===== src/sv/rltm_pkg.sv =====
`timescale 1ns / 1ps
`default_nettype none
// ---------------------------------------------------------------------------
// rltm_pkg
// Types and constants shared by the rotor lag thrust and torque mixer.
// ---------------------------------------------------------------------------
package rltm_pkg;

  localparam int LANES       = 4;
  localparam int ROTOR_COUNT = 4;
  localparam int ROT_W       = 2;
  localparam int LANE_W      = 16;

  localparam int REG_COUNT   = 8;
  localparam int REG_IDX_W   = 3;
  localparam int CFG_W       = 64;

  localparam int OUT_FIELDS  = 6;
  localparam int K_W         = 3;

  localparam int MUL_A_W     = 17;
  localparam int MUL_B_W     = 32;
  localparam int PROD_W      = 50;
  localparam int SUM_W       = 51;
  localparam int OUT_W       = 32;

  localparam int NUM_W       = 32;
  localparam int DEN_W       = 18;
  localparam int DIV_STEPS   = 16;
  localparam int DIV_CNT_W   = 4;

  localparam int TDATA_IN_W  = 80;
  localparam int TDATA_OUT_W = 192;

  localparam logic [REG_IDX_W-1:0] REG_MAX_SPEED = 3'd0;
  localparam logic [REG_IDX_W-1:0] REG_SPINUP    = 3'd1;
  localparam logic [REG_IDX_W-1:0] REG_COEF_BASE = 3'd2;

  typedef enum logic [3:0] {
    ST_IDLE,
    ST_TGT_MUL,
    ST_TGT_CALC,
    ST_PREP,
    ST_STEP_MUL,
    ST_DIV_START,
    ST_DIV_WAIT,
    ST_UPDATE,
    ST_SQ_MUL,
    ST_MAC,
    ST_DONE
  } state_e;

  typedef struct packed {
    logic [CFG_W-1:0] max_speed;
    logic [CFG_W-1:0] spinup;
    logic [CFG_W-1:0] coef;
  } cfg_view_t;

  typedef struct packed {
    logic             start;
    logic [NUM_W-1:0] num;
    logic [DEN_W-1:0] den;
  } div_req_t;

  typedef struct packed {
    logic              busy;
    logic              done;
    logic [LANE_W-1:0] quot;
  } div_rsp_t;

  function automatic logic [LANE_W-1:0] lane_of(input logic [CFG_W-1:0] pack,
                                                input logic [ROT_W-1:0] idx);
    return pack[LANE_W*idx +: LANE_W];
  endfunction

  function automatic logic [OUT_W-1:0] sat_out(input logic signed [SUM_W-1:0] v);
    logic fits;
    fits = (v[SUM_W-1:OUT_W-1] == '0) || (v[SUM_W-1:OUT_W-1] == '1);
    if (fits) begin
      return v[OUT_W-1:0];
    end else if (v[SUM_W-1]) begin
      return {1'b1, {(OUT_W-1){1'b0}}};
    end else begin
      return {1'b0, {(OUT_W-1){1'b1}}};
    end
  endfunction

endpackage
`default_nettype wire


===== src/sv/rotor_lag_thrust_torque_mixer.sv =====
`timescale 1ns / 1ps
`default_nettype none
// ---------------------------------------------------------------------------
// rotor_lag_thrust_torque_mixer
// Four-rotor speed lag and force/torque mix on one shared multiplier.
//
//   Channel   Dir  Contents
//   s_axis    in   duty_zero, duty_one, duty_two, duty_three, step_time
//   m_axis    out  force_x, force_y, force_z, torque_x, torque_y, torque_z
//   cfg       in   eight 64-bit registers, write only
//
// Each rotor in turn takes a target multiply and rounding, a step multiply,
// a wait on the bit-serial division, a speed update, a square and the
// multiply and accumulate over the six coefficients; the result then loads
// once any waiting result is taken, and the input is ready again in idle.
// Reset clears the registers, the rotor speeds and the result valid.
// A waiting result still lets the next item in; a result is held until taken.
// ---------------------------------------------------------------------------
module rotor_lag_thrust_torque_mixer (
  input  wire logic                             clk_i,
  input  wire logic                             rst_ni,
  input  wire logic                             s_axis_tvalid,
  output logic                                  s_axis_tready,
  // duty_zero, duty_one, duty_two, duty_three, step_time
  input  wire logic [rltm_pkg::TDATA_IN_W-1:0]   s_axis_tdata,
  output logic                                  m_axis_tvalid,
  input  wire logic                             m_axis_tready,
  // force_x, force_y, force_z, torque_x, torque_y, torque_z
  output logic [rltm_pkg::TDATA_OUT_W-1:0]       m_axis_tdata,
  input  wire logic                             cfg_we_i,
  input  wire logic [rltm_pkg::REG_IDX_W-1:0]    cfg_idx_i,
  input  wire logic [rltm_pkg::CFG_W-1:0]        cfg_data_i
);
  import rltm_pkg::*;

  state_e state_q, state_d;

  logic [ROT_W-1:0]  rot_q, rot_d;
  logic [K_W-1:0]    k_q, k_d;
  logic [LANE_W-1:0] speed_q [LANES];
  logic              out_valid_q, out_valid_d;

  logic [LANE_W-1:0]       duty_q [LANES];
  logic [LANE_W-1:0]       dt_q;
  logic [LANE_W-1:0]       target_q;
  logic [LANE_W-1:0]       mag_q;
  logic                    up_q;
  logic [DEN_W-1:0]        den_q;
  logic [MUL_B_W-1:0]      w2_q;
  logic signed [SUM_W-1:0] sum_q [OUT_FIELDS];
  logic [OUT_W-1:0]        res_q [OUT_FIELDS];

  cfg_view_t cfg_view;
  div_req_t  div_req;
  div_rsp_t  div_rsp;

  logic                      mul_en;
  logic signed [MUL_A_W-1:0] mul_a;
  logic [MUL_B_W-1:0]        mul_b;
  logic signed [PROD_W-1:0]  prod;

  logic in_acc, out_load, rot_last;

  logic [LANE_W:0]   tgt_x_hi;
  logic [LANE_W+1:0] tgt_r1;
  logic [LANE_W:0]   tgt_r2;
  logic [LANE_W-1:0] tgt_val;
  logic [LANE_W-1:0] speed_cur;
  logic [LANE_W-1:0] spinup_cur;
  logic [LANE_W:0]   tau;
  logic              up_now;

  rltm_cfg_regs u_cfg (
    .clk_i      (clk_i),
    .rst_ni     (rst_ni),
    .cfg_we_i   (cfg_we_i),
    .cfg_idx_i  (cfg_idx_i),
    .cfg_data_i (cfg_data_i),
    .coef_sel_i (k_q),
    .view_o     (cfg_view)
  );

  rltm_mul u_mul (
    .clk_i  (clk_i),
    .en_i   (mul_en),
    .a_i    (mul_a),
    .b_i    (mul_b),
    .prod_o (prod)
  );

  rltm_div u_div (
    .clk_i  (clk_i),
    .rst_ni (rst_ni),
    .req_i  (div_req),
    .rsp_o  (div_rsp)
  );

  assign s_axis_tready = (state_q == ST_IDLE);
  assign in_acc        = s_axis_tvalid && s_axis_tready;
  assign out_load      = (state_q == ST_DONE) && (!out_valid_q || m_axis_tready);
  assign rot_last      = (rot_q == ROT_W'(ROTOR_COUNT - 1));
  assign speed_cur     = speed_q[rot_q];
  assign spinup_cur    = lane_of(cfg_view.spinup, rot_q);

  // Rounded division by 65535 of duty * max_speed + 32767.
  always_comb begin
    logic [LANE_W:0] x_lo;
    x_lo     = {1'b0, prod[LANE_W-1:0]} + (LANE_W+1)'(16'h7FFF);
    tgt_x_hi = prod[2*LANE_W:LANE_W] + (LANE_W+1)'(x_lo[LANE_W]);
    tgt_r1   = (LANE_W+2)'(x_lo[LANE_W-1:0]) + (LANE_W+2)'(tgt_x_hi);
    tgt_r2   = (LANE_W+1)'(tgt_r1[LANE_W-1:0]) + (LANE_W+1)'(tgt_r1[LANE_W+1:LANE_W]);
    tgt_val  = LANE_W'(tgt_x_hi + (LANE_W+1)'(tgt_r1[LANE_W+1:LANE_W])
                       + (LANE_W+1)'(tgt_r2 >= (LANE_W+1)'(17'h0FFFF)));
  end

  always_comb begin
    up_now = target_q > speed_cur;
    tau    = up_now ? {1'b0, spinup_cur} : {spinup_cur, 1'b0};
    if (tau == '0) begin
      tau = (LANE_W+1)'(1);
    end
  end

  always_comb begin
    state_d = state_q;
    unique case (state_q)
      ST_IDLE:      if (s_axis_tvalid) state_d = ST_TGT_MUL;
      ST_TGT_MUL:   state_d = ST_TGT_CALC;
      ST_TGT_CALC:  state_d = ST_PREP;
      ST_PREP:      state_d = ST_STEP_MUL;
      ST_STEP_MUL:  state_d = ST_DIV_START;
      ST_DIV_START: state_d = ST_DIV_WAIT;
      ST_DIV_WAIT:  if (div_rsp.done) state_d = ST_UPDATE;
      ST_UPDATE:    state_d = ST_SQ_MUL;
      ST_SQ_MUL:    state_d = ST_MAC;
      ST_MAC: begin
        if (k_q == K_W'(OUT_FIELDS)) begin
          state_d = rot_last ? ST_DONE : ST_TGT_MUL;
        end
      end
      ST_DONE:      if (out_load) state_d = ST_IDLE;
      default:      state_d = ST_IDLE;
    endcase
  end

  always_comb begin
    mul_en        = 1'b0;
    mul_a         = '0;
    mul_b         = '0;
    div_req.start = 1'b0;
    div_req.num   = prod[NUM_W-1:0] + NUM_W'(den_q[DEN_W-1:1]);
    div_req.den   = den_q;
    rot_d         = rot_q;
    k_d           = k_q;
    unique case (state_q)
      ST_IDLE: begin
        rot_d = '0;
        k_d   = '0;
      end
      ST_TGT_MUL: begin
        mul_en = 1'b1;
        mul_a  = $signed({1'b0, duty_q[rot_q]});
        mul_b  = MUL_B_W'(lane_of(cfg_view.max_speed, rot_q));
      end
      ST_STEP_MUL: begin
        mul_en = 1'b1;
        mul_a  = $signed({1'b0, mag_q});
        mul_b  = MUL_B_W'(dt_q);
      end
      ST_DIV_START: div_req.start = 1'b1;
      ST_SQ_MUL: begin
        mul_en = 1'b1;
        mul_a  = $signed({1'b0, speed_cur});
        mul_b  = MUL_B_W'(speed_cur);
      end
      ST_MAC: begin
        mul_en = k_q < K_W'(OUT_FIELDS);
        mul_a  = MUL_A_W'($signed(lane_of(cfg_view.coef, rot_q)));
        mul_b  = (k_q == '0) ? prod[MUL_B_W-1:0] : w2_q;
        if (k_q == K_W'(OUT_FIELDS)) begin
          k_d   = '0;
          rot_d = rot_q + 1'b1;
        end else begin
          k_d = k_q + 1'b1;
        end
      end
      default: ;
    endcase
  end

  always_comb begin
    out_valid_d = out_valid_q;
    if (m_axis_tvalid && m_axis_tready) begin
      out_valid_d = 1'b0;
    end
    if (out_load) begin
      out_valid_d = 1'b1;
    end
  end

  always_ff @(posedge clk_i or negedge rst_ni) begin
    if (!rst_ni) begin
      state_q     <= ST_IDLE;
      rot_q       <= '0;
      k_q         <= '0;
      out_valid_q <= 1'b0;
      for (int i = 0; i < LANES; i++) begin
        speed_q[i] <= '0;
      end
    end else begin
      state_q     <= state_d;
      rot_q       <= rot_d;
      k_q         <= k_d;
      out_valid_q <= out_valid_d;
      if (state_q == ST_UPDATE) begin
        speed_q[rot_q] <= up_q ? speed_cur + div_rsp.quot : speed_cur - div_rsp.quot;
      end
    end
  end

  always_ff @(posedge clk_i) begin
    if (in_acc) begin
      for (int i = 0; i < LANES; i++) begin
        duty_q[i] <= s_axis_tdata[LANE_W*i +: LANE_W];
      end
      dt_q <= s_axis_tdata[LANE_W*LANES +: LANE_W];
      for (int k = 0; k < OUT_FIELDS; k++) begin
        sum_q[k] <= '0;
      end
    end
    if (state_q == ST_TGT_CALC) begin
      target_q <= tgt_val;
    end
    if (state_q == ST_PREP) begin
      up_q  <= up_now;
      mag_q <= up_now ? target_q - speed_cur : speed_cur - target_q;
      den_q <= DEN_W'(tau) + DEN_W'(dt_q);
    end
    if (state_q == ST_MAC) begin
      if (k_q == '0) begin
        w2_q <= prod[MUL_B_W-1:0];
      end else begin
        sum_q[k_q - 1'b1] <= sum_q[k_q - 1'b1] + SUM_W'(prod);
      end
    end
    if (out_load) begin
      for (int k = 0; k < OUT_FIELDS; k++) begin
        res_q[k] <= sat_out(sum_q[k]);
      end
    end
  end

  assign m_axis_tvalid = out_valid_q;
  assign m_axis_tdata  = {res_q[5], res_q[4], res_q[3], res_q[2], res_q[1], res_q[0]};

  a_div_start_idle: assert property (@(posedge clk_i) disable iff (!rst_ni)
    div_req.start |-> !div_rsp.busy)
    else $error("Divider started while busy.");

  a_accept_first_rotor: assert property (@(posedge clk_i) disable iff (!rst_ni)
    in_acc |=> (state_q == ST_TGT_MUL) && (rot_q == '0) && (k_q == '0))
    else $error("Item did not start at the first rotor.");

  a_div_done_waited: assert property (@(posedge clk_i) disable iff (!rst_ni)
    div_rsp.done |-> (state_q == ST_DIV_WAIT))
    else $error("Division finished outside the wait state.");

endmodule
`default_nettype wire


===== src/sv/rltm_cfg_regs.sv =====
`timescale 1ns / 1ps
`default_nettype none
// ---------------------------------------------------------------------------
// rltm_cfg_regs
// Configuration register file with the maximum speed, spin-up and one
// selected coefficient pack presented to the sequencer.
// ---------------------------------------------------------------------------
module rltm_cfg_regs (
  input  wire logic                          clk_i,
  input  wire logic                          rst_ni,
  input  wire logic                          cfg_we_i,
  input  wire logic [rltm_pkg::REG_IDX_W-1:0] cfg_idx_i,
  input  wire logic [rltm_pkg::CFG_W-1:0]     cfg_data_i,
  input  wire logic [rltm_pkg::K_W-1:0]       coef_sel_i,
  output rltm_pkg::cfg_view_t                view_o
);
  import rltm_pkg::*;

  logic [CFG_W-1:0]     regs_q [REG_COUNT];
  logic [REG_IDX_W-1:0] coef_idx;

  always_ff @(posedge clk_i or negedge rst_ni) begin
    if (!rst_ni) begin
      for (int i = 0; i < REG_COUNT; i++) begin
        regs_q[i] <= '0;
      end
    end else if (cfg_we_i) begin
      regs_q[cfg_idx_i] <= cfg_data_i;
    end
  end

  assign coef_idx         = REG_COEF_BASE + coef_sel_i;
  assign view_o.max_speed = regs_q[REG_MAX_SPEED];
  assign view_o.spinup    = regs_q[REG_SPINUP];
  assign view_o.coef      = regs_q[coef_idx];

endmodule
`default_nettype wire


===== src/sv/rltm_mul.sv =====
`timescale 1ns / 1ps
`default_nettype none
// ---------------------------------------------------------------------------
// rltm_mul
// Shared signed by unsigned multiplier with a registered product.
// ---------------------------------------------------------------------------
module rltm_mul (
  input  wire logic                               clk_i,
  input  wire logic                               en_i,
  input  wire logic signed [rltm_pkg::MUL_A_W-1:0] a_i,
  input  wire logic [rltm_pkg::MUL_B_W-1:0]        b_i,
  output logic signed [rltm_pkg::PROD_W-1:0]       prod_o
);
  import rltm_pkg::*;

  logic signed [PROD_W-1:0] prod_d;
  logic signed [PROD_W-1:0] prod_q;

  assign prod_d = PROD_W'(a_i) * PROD_W'($signed({1'b0, b_i}));

  always_ff @(posedge clk_i) begin
    if (en_i) begin
      prod_q <= prod_d;
    end
  end

  assign prod_o = prod_q;

endmodule
`default_nettype wire


===== src/sv/rltm_div.sv =====
`timescale 1ns / 1ps
`default_nettype none
// ---------------------------------------------------------------------------
// rltm_div
// Restoring divider, one quotient bit per cycle, for quotients that fit
// in sixteen bits.
// ---------------------------------------------------------------------------
module rltm_div (
  input  wire logic     clk_i,
  input  wire logic     rst_ni,
  input  rltm_pkg::div_req_t req_i,
  output rltm_pkg::div_rsp_t rsp_o
);
  import rltm_pkg::*;

  logic                 busy_q, busy_d;
  logic                 done_q, done_d;
  logic [DIV_CNT_W-1:0] cnt_q, cnt_d;
  logic [DEN_W-1:0]     rem_q, rem_d;
  logic [LANE_W-1:0]    lo_q, lo_d;
  logic [DEN_W-1:0]     den_q, den_d;
  logic [DEN_W:0]       trial;
  logic [DEN_W:0]       diff;
  logic                 ge;

  assign trial = {rem_q, lo_q[LANE_W-1]};
  assign ge    = trial >= {1'b0, den_q};
  assign diff  = trial - {1'b0, den_q};

  always_comb begin
    busy_d = busy_q;
    done_d = 1'b0;
    cnt_d  = cnt_q;
    rem_d  = rem_q;
    lo_d   = lo_q;
    den_d  = den_q;
    if (req_i.start) begin
      busy_d = 1'b1;
      cnt_d  = '0;
      rem_d  = DEN_W'(req_i.num[NUM_W-1:LANE_W]);
      lo_d   = req_i.num[LANE_W-1:0];
      den_d  = req_i.den;
    end else if (busy_q) begin
      rem_d = ge ? diff[DEN_W-1:0] : trial[DEN_W-1:0];
      lo_d  = {lo_q[LANE_W-2:0], ge};
      cnt_d = cnt_q + 1'b1;
      if (cnt_q == DIV_CNT_W'(DIV_STEPS - 1)) begin
        busy_d = 1'b0;
        done_d = 1'b1;
      end
    end
  end

  always_ff @(posedge clk_i or negedge rst_ni) begin
    if (!rst_ni) begin
      busy_q <= 1'b0;
      done_q <= 1'b0;
      cnt_q  <= '0;
    end else begin
      busy_q <= busy_d;
      done_q <= done_d;
      cnt_q  <= cnt_d;
    end
  end

  always_ff @(posedge clk_i) begin
    rem_q <= rem_d;
    lo_q  <= lo_d;
    den_q <= den_d;
  end

  assign rsp_o.busy = busy_q;
  assign rsp_o.done = done_q;
  assign rsp_o.quot = lo_q;

endmodule
`default_nettype wire

===== config.mk =====
export PLATFORM = sky130hd
export DESIGN_NAME = rotor_lag_thrust_torque_mixer
export DESIGN_NICKNAME = d
export VERILOG_FILES = /design/src/sv/rltm_pkg.sv /design/src/sv/rotor_lag_thrust_torque_mixer.sv /design/src/sv/rltm_cfg_regs.sv /design/src/sv/rltm_mul.sv /design/src/sv/rltm_div.sv
export SDC_FILE = /design/constraint.sdc
export NUM_CORES = 2
export LEC_CHECK = 0
export BUFFER_PORTS_ARGS = -buffer_cell sky130_fd_sc_hd__buf_2
export CAP_MARGIN = 40
export CORE_ASPECT_RATIO = 0.75
export CORE_MARGIN = 5
export CORE_UTILIZATION = 40
export DETAILED_ROUTE_END_ITERATION = 10
export HOLD_SLACK_MARGIN = 0.06
export PLACE_DENSITY_LB_ADDON = 0.2
export SLEW_MARGIN = 0
export SYNTH_ARGS = -nofsm -noshare
export SYNTH_HDL_FRONTEND = slang
export SYNTH_SLANG_ARGS = --single-unit

===== constraint.sdc =====
create_clock -name clk_i -period 44.5 [get_ports clk_i]
set_input_delay 4.45 -clock clk_i [delete_from_list [all_inputs] [get_ports clk_i]]
set_output_delay 4.45 -clock clk_i [all_outputs]
set_load 0.005 [all_outputs]

After elaboration in Yosys (flattened, before gate mapping)
Memory sizes are Yosys's and may differ from the RTL's. Index checks and enable logic that the tools add are counted. Widths: inputs -> output; s select.

Register bits: 793. Bits in writable memories: 562. Bits in latches: 0. ROM bits: 0. Word-level logic and storage cells: 194. Memories kept: 3. Input port bits: 152.

Memory list: sum_q (depth 6, width 51, rd ports 7, clocked after Yosys merged registers in 0, wr ports 6, RTL line rotor_lag_thrust_torque_mixer.sv:50) `logic signed [SUM_W-1:0] sum_q [OUT_FIELDS];`; res_q (depth 6, width 32, rd ports 6, clocked after Yosys merged registers in 0, wr ports 6, RTL line rotor_lag_thrust_torque_mixer.sv:51) `logic [OUT_W-1:0] res_q [OUT_FIELDS];`; duty_q (depth 4, width 16, rd ports 1, clocked after Yosys merged registers in 0, wr ports 4, RTL line rotor_lag_thrust_torque_mixer.sv:43) `logic [LANE_W-1:0] duty_q [LANES];`.

Reductions and logical operators: 29. Shift-type cells: 3. $mul: 1. Multiplexer cells: 74. Bitwise logic cells: 3. $add $sub $neg: 19. Equal/unequal tests: 23. Divide/modulo/power cells: 0. Order comparisons: 9.

Operators by type and width (number): $mux 32 (19); $bwmux 512 (1); $bmux 64 s3 (1); $demux 64 s3 (1); $mux 64 (3); $shiftx 64x7->16 (3); $mux 16 (9); $pmux 32 s4 (1); $eq 20x20->1 const B (6); $logic_not 20->1 (6); $pmux 17 s4 (1); $bwmux 64 (1); $add 51x50->51 (1); $mux 51 (1); $reduce_or 51->1 (1); $mul 17x33->50 (1); $sub 16x16->16 (3); $pmux 4 s11 (1); $mux 17 (2); $add 32x17->32 (1); $bmux 16 s2 (1); $demux 16 s2 (1); $mux 4 (7); $ge 19x18->1 (1); 48 further kinds (88).

Depth between registers and ports, before layout
Depth in word-level cells: 9. Gate-level depth with buffers: 39. Depth with buffers taken out: 37.

Modules after synthesis
Synthesis repeated with hierarchy kept, for this count alone.

Cell total of the unflattened synthesis: 7561. Area total of the unflattened synthesis: 91290.1 µm².

By module, submodules not included: rotor_lag_thrust_torque_mixer (times used 1, seq. area each 24763.8 µm², area each 44435.1 µm², cells each 3559); rltm_cfg_regs (times used 1, seq. area each 12812.3 µm², area each 23910.4 µm², cells each 1568); rltm_mul (times used 1, seq. area each 1501.4 µm², area each 19177.1 µm², cells each 2073); rltm_div (times used 1, seq. area each 1691.6 µm², area each 3767.4 µm², cells each 361).

Worst setup path after synthesis
Ideal clock, no wire load.

Kind: input port to flip-flop. Start: in m_axis_tready. End: mem res_q[0][0] (enable). Cell stages on the path: 2. Setup time: 1.018 ns. Setup slack: 25.177 ns. Data arrival time: 18.305 ns. Cells stage by stage: nand2b_1 nor3b_1.

RTL lines: start: declaration (RTL line rotor_lag_thrust_torque_mixer.sv:27) `input wire logic m_axis_tready,`; end: declaration (RTL line rotor_lag_thrust_torque_mixer.sv:51).

Final worst setup path
Start: reg k_q[1]. End: reg u_mul.prod_q[49] (netlist: u_mul.prod_o[49]), data pin.

Word-level cells in the longest chain between the ends: 8. Elaborated cells on any way between the ends: 11. Classes of those cells: add/sub (1); mul (1); shift (1); mux (6); bitwise (1); reduce/logical (1).

RTL lines: start: declaration (RTL line rotor_lag_thrust_torque_mixer.sv:39) `logic [K_W-1:0] k_q, k_d;`; start signal: assignment (RTL line rotor_lag_thrust_torque_mixer.sv:213) `k_q <= k_d;`; $add 2x3->3 (RTL line rltm_cfg_regs.sv:32) `assign coef_idx = REG_COEF_BASE + coef_sel_i;`; $not 3->4 (implied by the code) (RTL line rltm_cfg_regs.sv:35) `assign view_o.coef = regs_q[coef_idx];`; $bmux 64 s3 (RTL line rltm_cfg_regs.sv:35); $mux 64 (implied by the code) (2 in series) (RTL line rltm_cfg_regs.sv:35); $shiftx 64x7->16 (RTL line rltm_pkg.sv:73) `return pack[LANE_W*idx +: LANE_W];`; $pmux 17 s4 (RTL line rotor_lag_thrust_torque_mixer.sv:155) `unique case (state_q)`; $mul 17x33->50 * (RTL line rltm_mul.sv:19) `assign prod_d = PROD_W'(a_i) * PROD_W'($signed({1'b0, b_i}));`; via u_mul.prod_d[49] (RTL line rltm_mul.sv:16) `logic signed [PROD_W-1:0] prod_d;`; end signal: assignment (RTL line rltm_mul.sv:23) `prod_q <= prod_d;`; end: declaration (RTL line rltm_mul.sv:17) `logic signed [PROD_W-1:0] prod_q;`.

Mark *: on every way through the listed nets, which the timed path passes. The rest lies on a longest branch. The select of a mux whose other input is x is not followed. A chain may end at the register's enable or synchronous reset.

==> metrics.yaml <==
grt.overflow.total: 0
synth_edf_count: 863
synth_top_family_by_area: "multiplexers"
slowest_delay_ps: 800
synthTopCellsByArea: "edfxtp_1 29%, dfrtp_1 17%, fa_1 10%, mux4_2 8.3%, mux2_2 7.8%"
clock_skew_ps: 48.86
grt_first_pass_wirelength_um: 406100
finalSetupViolations: 0
hp-start: "den_q[17]"
ys_warn_count: 0
synth_nets: 8275
tightest_slew_ps: 1169
hold_class: "flip-flop to flip-flop"
cts_setup_buffers: 0
drt_iter0_drc: 5522
synthXorXnorAreaFrac: 0.02446
synth_top_area_cell: "edfxtp_1"
grt_max_degree: 169
dp_slack_ps: 32880
via_per_inst: 5.587
insertion_delay_ps: 830
dr.pass1.iters: 6
cts.sinks: 1457
hold_viol: 0
rows: 149
muxShareOfSynthArea: 0.1652
die_y_um: 417.1
core_um2: 219800
cts_tree: "done"
synth_compound_area_frac: 0.05548
antenna_found_initial: 18
min_path_cells: 0
vdd_drop_max_v: 0.00005213
post_drt_wl_per_cell_um: 25.40
critPathSlowestCell: "nor4_1"
track_usage: 0.2332
rsz0062_at_grt: "false"
grt_pass1_vias: 61070
power.leakage_nw: 41.86
critPathLaunchType: "flip-flop"
maxSlewViolCount: 0
dpl_cell_area_um2: 94290
area_growth_pct: 12.38
netlist_area_um2: 88400
yosys.area_share.simple: 0.08943
path_max_fanout: 53
postRouteAntennaNets: 0
syn_inst: 7326
crit_top_cell: "fa_1"
initial_utilization: 0.4022
die-area_um2: 230600
p_per_area_nw_per_um2: 59.34
cts_resized: 0
critPathCaptureType: "flip-flop"
period_minus_slack_ps: 11860
ys_types: 79
drc: 0
timing.rr.start: "k_q[1]"
ctsHoldBuffers: 0
arrival_ps: 12380
syn_area_per_cell_um2: 12.07
setup_tns_ps: 0
synth_fa_ha_area_frac: 0.1521
async_reset_ff_frac: 0.4063
drive_above_1_share: 0.2247
final_area_um2: 99350
rrSetupSlack_ps: 32640
cts_buffer_depth: 3
timing.fmax_mhz: 84.32
status: "finished clean"
slew_headroom: 0.2204
yosysMostFrequentCell: "edfxtp_1"
nNetsFinal: 8561
fin_crit_sh: 0.2665
finalWorstSetupSlack_ps: 32640
r2r_end: "u_mul.prod_o[49]"
ys_seq_elements: 1457
hold_end: "u_div.den_q[17]"
gp_congestion: 0.9211
drt_wl_total_um: 271400
maxCapViolCount: 0
io_buffers: 345
htreeDepth: 4
clockRootBuffer: "clkbuf_16"
dp_hpwl_um: 197900
die_w_um: 552.8
ys_seq_area_frac: 0.4612
vias: 59700
path_class: "flip-flop to flip-flop"
required_ps: 45020
cts-buffers-inserted: 155
synth_common_cells: "863 x edfxtp_1, 858 x inv_1, 694 x nand2_1"
top_level_ports: 346
clkTransAtPathRegs_ps: 70
synth_top_area_share: 0.2931
worstRegToRegCells: 31
ys.flop_type: "edfxtp_1"
-- cell families (layout without fill, tap and decap cells) --
kind of cell,Yosys count,count (layout)
adders and majority gates,799,799
buffers and inverters,1225,1637
and+or+nand+nor,1818,1818
DFF,1457,1457
AOI/OAI and AO/OA,806,806
muxes,975,975
xor gates and xnor gates,246,246
other,0,3
-- worst max-delay path: cells and delay by family, from the launching register on --
kind / cells / cell delay, ps
AO/OA/AOI/OAI: 6 / 1330
buffers and inverters: 8 / 2680
flip-flops: 1 / 780
adder cells (fa/ha/maj): 7 / 3270
XOR/XNOR: 1 / 150
multiplexers: 3 / 1330
AND/OR/NAND/NOR: 6 / 1890
-- cell usage in the layout (no fill, tap or decap), types with 122 or more instances in the layout --
master / count
a21oi_1: 169
buf_2: 344
buf_4: 122
clkbuf_16: 157
dfrtp_1: 588
edfxtp_1: 863
fa_1: 460
ha_1: 335
inv_1: 856
mux2_2: 611
mux4_2: 326
nand2_1: 688
nor2_1: 674
o21ai_0: 319
xnor2_1: 150
-- worst max-delay path by stage --
stage	from	endpoint	slack [ps]	depth (start not counted)
after floorplan	m_axis_tready	res_q[0][0]	25180	2
after detailed placement	k_q[1]	u_mul.prod_o[49]	32880	31
after global placement	k_q[0]	u_mul.prod_o[49]	32230	31
after CTS	k_q[1]	u_mul.prod_o[49]	32830	31
final	k_q[1]	u_mul.prod_o[49]	32640	31
after global routing	k_q[1]	u_mul.prod_o[49]	32210	31
-- metrics by stage --
step / hold WS, ps / power [mW] / util / std cells
floorplan: 400.3 / 3.668 / - / 7326
global placement: 456.7 / 4.526 / 0.4265 / 10370
detailed placement: 467.9 / 4.577 / 0.4290 / 10400
CTS: 481.9 / 5.890 / 0.4519 / 10680
global route: 499.9 / 6.233 / 0.4520 / 10680
finish: 468.6 / 5.896 / 0.4520 / 10690
-- registers in the layout, summed over array words and instances, names as in the netlist, 3 cells and up --
register      cells
u_div.cnt_q       4
w2_q             32
mag_q            16
k_q               3
duty_q           64
sum_q           408
dt_q             16
u_mul.prod_o     50
speed_q          64
den_q            18
u_div.rem_q      18
u_cfg.view_o    128
u_cfg.regs_q    384
target_q         16
res_q           192
state_q           4
u_div.lo_q       16
u_div.den_q      18
-- layout make-up --
type	count	area, um^2
fillers	20170	120400
multi-input cells	4644	43400
flip-flops and latches	1457	40780
clock buffers	205	4219
well taps	2944	3684
inverters	861	3234
repair buffers	493	3187
clock inverters	78	833.3
diodes	3	7.507
-- power by group --
| part | internal, mW | switching, mW |
|---|---|---|
| registers | 1.79 | 0.224 |
| logic | 0.973 | 1.62 |
| clock network | 0.727 | 0.569 |
-- layer usage --
layer	part of all wire	GRT usage
met1	0.47	0.3539
met2	0.43	0.3453
met3	0.079	0.04792
met4	0.022	0.05011
met5	0.00012	0
Power figures use the tool's default switching activity.
